$ cat src/rtl/core/fls_pkg.sv
// shared types and constants for the free list slot allocator
package fls_pkg;

    localparam int SLOT_COUNT = 1024;
    localparam int SLOT_W     = 10;
    localparam int CNT_W      = 11;

    typedef enum logic {
        REQ_ALLOC = 1'b0,
        REQ_FREE  = 1'b1
    } t_req_type;

    typedef enum logic [1:0] {
        ST_OK   = 2'd0,
        ST_FULL = 2'd1,
        ST_BAD  = 2'd2
    } t_status;

    typedef struct packed {
        t_req_type         req_type;
        logic [SLOT_W-1:0] slot_in;
    } t_req;

    typedef struct packed {
        logic [SLOT_W-1:0] slot_out;
        t_status           status;
    } t_res;

    typedef struct packed {
        logic              last;
        logic [SLOT_W-1:0] idx;
    } t_link;

    typedef enum logic {
        S_IDLE = 1'b0,
        S_EXEC = 1'b1
    } t_fls_state;

    typedef struct packed {
        logic    capture;
        logic    pop;
        logic    bump;
        logic    push;
        logic    load_out;
        t_status code;
    } t_fls_cmd;

    typedef struct packed {
        logic req_free;
        logic head_valid;
        logic top_full;
        logic slot_bad;
    } t_fls_sts;

endpackage

$ cat src/rtl/core/fls_ctrl.sv
// request sequencing state machine and output valid register
module fls_ctrl
    import fls_pkg::*;
(
    input  logic     i_clk,
    input  logic     i_rst_n,
    input  logic     i_in_valid,
    output logic     o_in_stall,
    output logic     o_out_valid,
    input  logic     i_out_stall,
    input  t_fls_sts i_sts,
    output t_fls_cmd o_cmd
);

    t_fls_state r_state;
    t_fls_state n_state;
    logic       r_out_valid;
    logic       n_out_valid;
    logic       out_free;

    always_ff @(posedge i_clk) begin
        if (!i_rst_n) begin
            r_state     <= S_IDLE;
            r_out_valid <= 1'b0;
        end else begin
            r_state     <= n_state;
            r_out_valid <= n_out_valid;
        end
    end

    assign out_free = !r_out_valid || !i_out_stall;

    always_comb begin
        n_state     = r_state;
        n_out_valid = r_out_valid && i_out_stall;
        o_cmd       = '0;
        o_cmd.code  = ST_OK;
        unique case (r_state)
            S_IDLE: begin
                if (i_in_valid) begin
                    o_cmd.capture = 1'b1;
                    n_state       = S_EXEC;
                end
            end
            S_EXEC: begin
                if (out_free) begin
                    o_cmd.load_out = 1'b1;
                    n_out_valid    = 1'b1;
                    n_state        = S_IDLE;
                    if (i_sts.req_free) begin
                        if (i_sts.slot_bad) begin
                            o_cmd.code = ST_BAD;
                        end else begin
                            o_cmd.push = 1'b1;
                        end
                    end else if (i_sts.head_valid) begin
                        o_cmd.pop = 1'b1;
                    end else if (!i_sts.top_full) begin
                        o_cmd.bump = 1'b1;
                    end else begin
                        o_cmd.code = ST_FULL;
                    end
                end
            end
            default: begin
                n_state = S_IDLE;
            end
        endcase
    end

    assign o_in_stall  = (r_state != S_IDLE);
    assign o_out_valid = r_out_valid;

endmodule

$ cat config.mk
export PLATFORM = sky130hd
export DESIGN_NAME = fls_ctrl
export DESIGN_NICKNAME = d
export VERILOG_FILES = /design/src/rtl/core/fls_pkg.sv /design/src/rtl/core/fls_ctrl.sv
export SDC_FILE = /design/constraint.sdc
export NUM_CORES = 1
export LEC_CHECK = 0
export ABC_CLOCK_PERIOD_IN_PS = 2100
export BUFFER_PORTS_ARGS = -buffer_cell sky130_fd_sc_hd__buf_2
export CORE_AREA = 2 2 39 41
export DETAILED_ROUTE_END_ITERATION = 16
export DIE_AREA = 0 0 41 43
export MAX_ROUTING_LAYER = met4
export PLACE_DENSITY_LB_ADDON = 0.05
export SLEW_MARGIN = 20
export SYNTH_ARGS = -nofsm -noshare
export SYNTH_HDL_FRONTEND = slang
export SYNTH_SLANG_ARGS = --single-unit
$ cat constraint.sdc
create_clock -name i_clk -period 2.1 [get_ports i_clk]
set_input_delay 0.63 -clock i_clk [delete_from_list [all_inputs] [get_ports i_clk]]
set_output_delay 0.63 -clock i_clk [all_outputs]
set_load 0.1 [all_outputs]
# After elaboration in Yosys (flattened, before gate mapping)
# Cells that the tools add are included.
# classes
mux,18
bitwise_logic,1
reduce_logical,4
# op_table
cell,count
2-to-1 mux 1 bit,12
2-to-1 mux 6 bit,2
2-to-1 mux 2 bit,3
zero test 1 bit,2
case mux 1 bit (2 select lines),1
logical AND 1 bit,1
logical OR 1 bit,1
inverter 1 bit,1
# totals
ff_bits,2
output_inout_bits,9
word_cells,25
inputBits,8

# Longest topological paths before layout
# logic_depth
ltp_word,5
ltp_mapped,3

# Worst setup path before layout
# Ideal clock, no wire load.
# synth_path
path_type,flip-flop to output port
from,register r_state (netlist: o_in_stall)
to,output o_cmd[5] (netlist bit)
path_slack_ps,-2078
t_arrival_ps,3548
stages_incl_launch_ff,3
path_buffers,0
path_cell_list,dfxtp_1 -> nand2b_1 -> nor3b_1
# synth_rtl
item,line_no,rtl
"start, declared",fls_ctrl.sv:15,t_fls_state r_state;
"start signal, assigned",fls_ctrl.sv:26,r_state <= n_state;
"end, declared",fls_ctrl.sv:12,output t_fls_cmd o_cmd

==> summary.md <==
| Metric | Value |
|---|---|
| GRT Total Usage | `7.811%` |
| Clock sinks | `2` |
| Reg clk slew, reported paths | `0.03 ns` |
| Peak supply drop | `0.2319 mV` |
| P per Cell Area | `between 500 and 600 mW/mm^2` |
| Via density per instance | `3.827` |
| Cts bufs inserted | `3` |
| Port Buffers | `16` |
| Tmin final | `2.049 ns` |
| Yosys warning total | `0` |
| Startpoint types | `input pin` |
| Layout cells sized above 1 | `roughly 80%` |
| Fin. Hold Viols | `0` |
| Post-Route WL | `495 um` |
| Final Max Slew Viols | `0` |
| Reg2reg path depth | `2` |
| Dpl hpwl | `441.5 um` |
| Critical path's top delay family | `simple AND/OR/NAND/NOR gates` |
| HP Class | `flop to flop` |
| Seq cells post-synth | `2` |
| Critical path class | `input pin to output pin` |
| Crit-path cells | `buf_6, nand2b_4, nor4b_4, buf_12` |
| Post-synthesis sequential area ratio | `23.88%` |
| Design Area, Final | `446.7 sq um` |
| Slew @ Worst Pin | `0.4832 ns` |
| WP data arrival | `1.42 ns` |
| Synth top area share | `23.88%` |
| First-pass GRT wire length | `roughly 840 um` |
| WHS | `0.4759 ns` |
| Detailed-route wire length per cell | `between 9 and 10 um` |
| Max-cap violations | `0` |
| Mapped Cells | `17` |
| Iter 0 DRT Violations | `2` |
| Cell chosen for the clock root | `clkbuf_4` |
| Post-CTS setup buffer count | `0` |
| Hold Path Cell Cnt | `2` |
| DRT Pass-1 Iters | `3` |
| EDFF count, synth | `0` |
| Leak | `0.1728 nW` |
| Residual DRC | `0` |
| Largest net degree at the start of global routing | `8` |
| Nets | `45` |
| Clk Latency, worst-skew pair | `0.23 ns` |
| Number of global-route vias before repair | `190` |
| Antenna Nets Post-Route | `0` |
| Ant diodes | `0` |
| Mapped cell area | `between 150 and 200 sq um` |
| Skew final | `just under 0.008 ns` |
| Total core area | `0.001384 sq mm` |
| RSZ-0062 raised after global routing | `no` |
| Synthesized Nets | `25` |
| FF+latch area | `between 40 and 50 sq um` |
| Post-Syn Area per Cell | `9.862 sq um` |
| CTS tree | `done` |
| Initial antenna violation count | `0` |
| CP max stage delay | `0.32 ns` |
| Run status | `completed` |
| Via count | `just under 200` |
| Largest area contributor in the netlist | `dfxtp_1` |
| Dominant cells by area after synthesis | `dfxtp_1 24%, nor4b_4 14%, nor3b_2 7.5%` |
| Rows | `14` |
| Most instantiated cells after synthesis | `3 x nand2_1, 2 x dfxtp_1` |
| Cell with the most instances after synthesis | `nand2_1` |
| Die area | `approximately 0.0018 sq mm` |
| Placed Instance Area | `414.1 sq um` |
| Critical path buffers and inverters | `2` |
| Non-filler cells, final | `52` |
| Final Util | `32.28%` |
| Max Root-Sink Buffers | `2` |
| Placed cell count | `48` |
| Final setup vio count | `0` |
| GRT overflow | `0` |
| Slowest-stage cell, CP | `nor4b_4` |
| Fmax | `between 0.4 and 0.5 GHz` |
| Fill count | `between 100 and 150` |
| CP Max Fanout | `3` |
| Post-synth top flop | `dfxtp_1` |
| Critical Path RT | `1.47 ns` |
| Number of H-tree levels | `1` |
| Slew headroom | `68.01%` |
| Instance count on the critical path | `4` |
| Final Wtd Congestion | `0.5289` |
| Crit share post-route | `97.55%` |
| Ys async rst share | `0%` |
| Die width | `41 um` |
| Area grow syn2layout | `166.4%` |
| Initial Utilization | `between 10 and 15%` |
| Multi-input gate area | `163.9 sq um` |
| Cell variety after synth | `14` |
| I/O pins | `17` |
| Die height | `43 um` |
| Setup crit end kind | `output pin` |
state kept, by name (all words and copies together) (netlist names):
signal,cells
o_in_stall,1
o_out_valid,1
final timing paths:
check,startpoint,end,slack [ns]
setup / recovery,i_sts[3],o_cmd[0],0.05
hold / removal,o_out_valid,o_in_stall,0.48
hold reg to reg,o_out_valid,o_in_stall,0.48
setup reg to reg,o_out_valid,o_out_valid,1.31
metal layers:
layer / track usage [%] / up-vias / wire length, um
met5: - / - / 0
met4: 8.000 / 0 / 0
met3: 3.141 / 0 / 58
met2: 9.688 / 13 / 253
met1: 8.654 / 85 / 182
li1: - / 101 / -
stage by stage:
step	total power, W	TNS (ns)	worst slack (ns)
6_report	0.0002446	0	0.05140
5_1_grt	0.0002609	0	0.007163
4_1_cts	0.0002516	0	0.00006672
3_5_place_dp	0.0001505	-0.004551	-0.004551
3_3_place_gp	0.0001499	0	0.02351
2_1_floorplan	0.0001155	-1.690	-0.5071
final cells by class:
type	instances	area share (%)
repair buffers	16	42.86
well taps	16	4.482
multi-input cells	14	36.69
clock buffers	4	5.882
flip-flops and latches	2	10.08
worst min-delay path, cell delays in order, from the launching register on:
cell	delay [ns]
dfxtp_2	0.31
nand2_1	0.08
o2bb2ai_1	0.05
cell families (layout without fill, tap and decap cells):
logic type	Yosys count	after routing	share of synthesized area (%)
and+or+nand+nor	12	12	59.70
DFF	2	2	23.88
AOI/OAI and AO/OA	2	2	9.704
buffers and inverters	1	20	6.716
cells in the final DEF (no fill, tap or decap):
cell       count
buf_12         7
o2bb2ai_1      1
clkbuf_4       3
clkbuf_1       1
nor3_4         1
nor4_4         1
nand2b_4       1
buf_2          8
nor4b_4        1
nor2b_2        1
nor3b_4        2
and2_1         1
o21a_1         1
dfxtp_2        1
dfxtp_4        1
and2_4         1
nand2_1        3
buf_6          1
timing repair:
item | 4_1_cts | 5_1_grt
hold buffers | 0 | 0
pin swaps | 1 | 1
resized for setup | 0 | 1
endpoints found under the setup margin | 1 | 1
endpoints found under the hold margin | 0 | 0
power by group:
part           switching (W)   total, W  internal (W)  leakage, nW
Combinational      0.0000703   0.000106     0.0000356        0.140
Clock              0.0000239  0.0000946     0.0000707       0.0150
Sequential        0.00000368  0.0000442     0.0000405       0.0175
Total              0.0000978   0.000245      0.000147        0.173
Note: power is estimated with default switching activity, not from simulation.
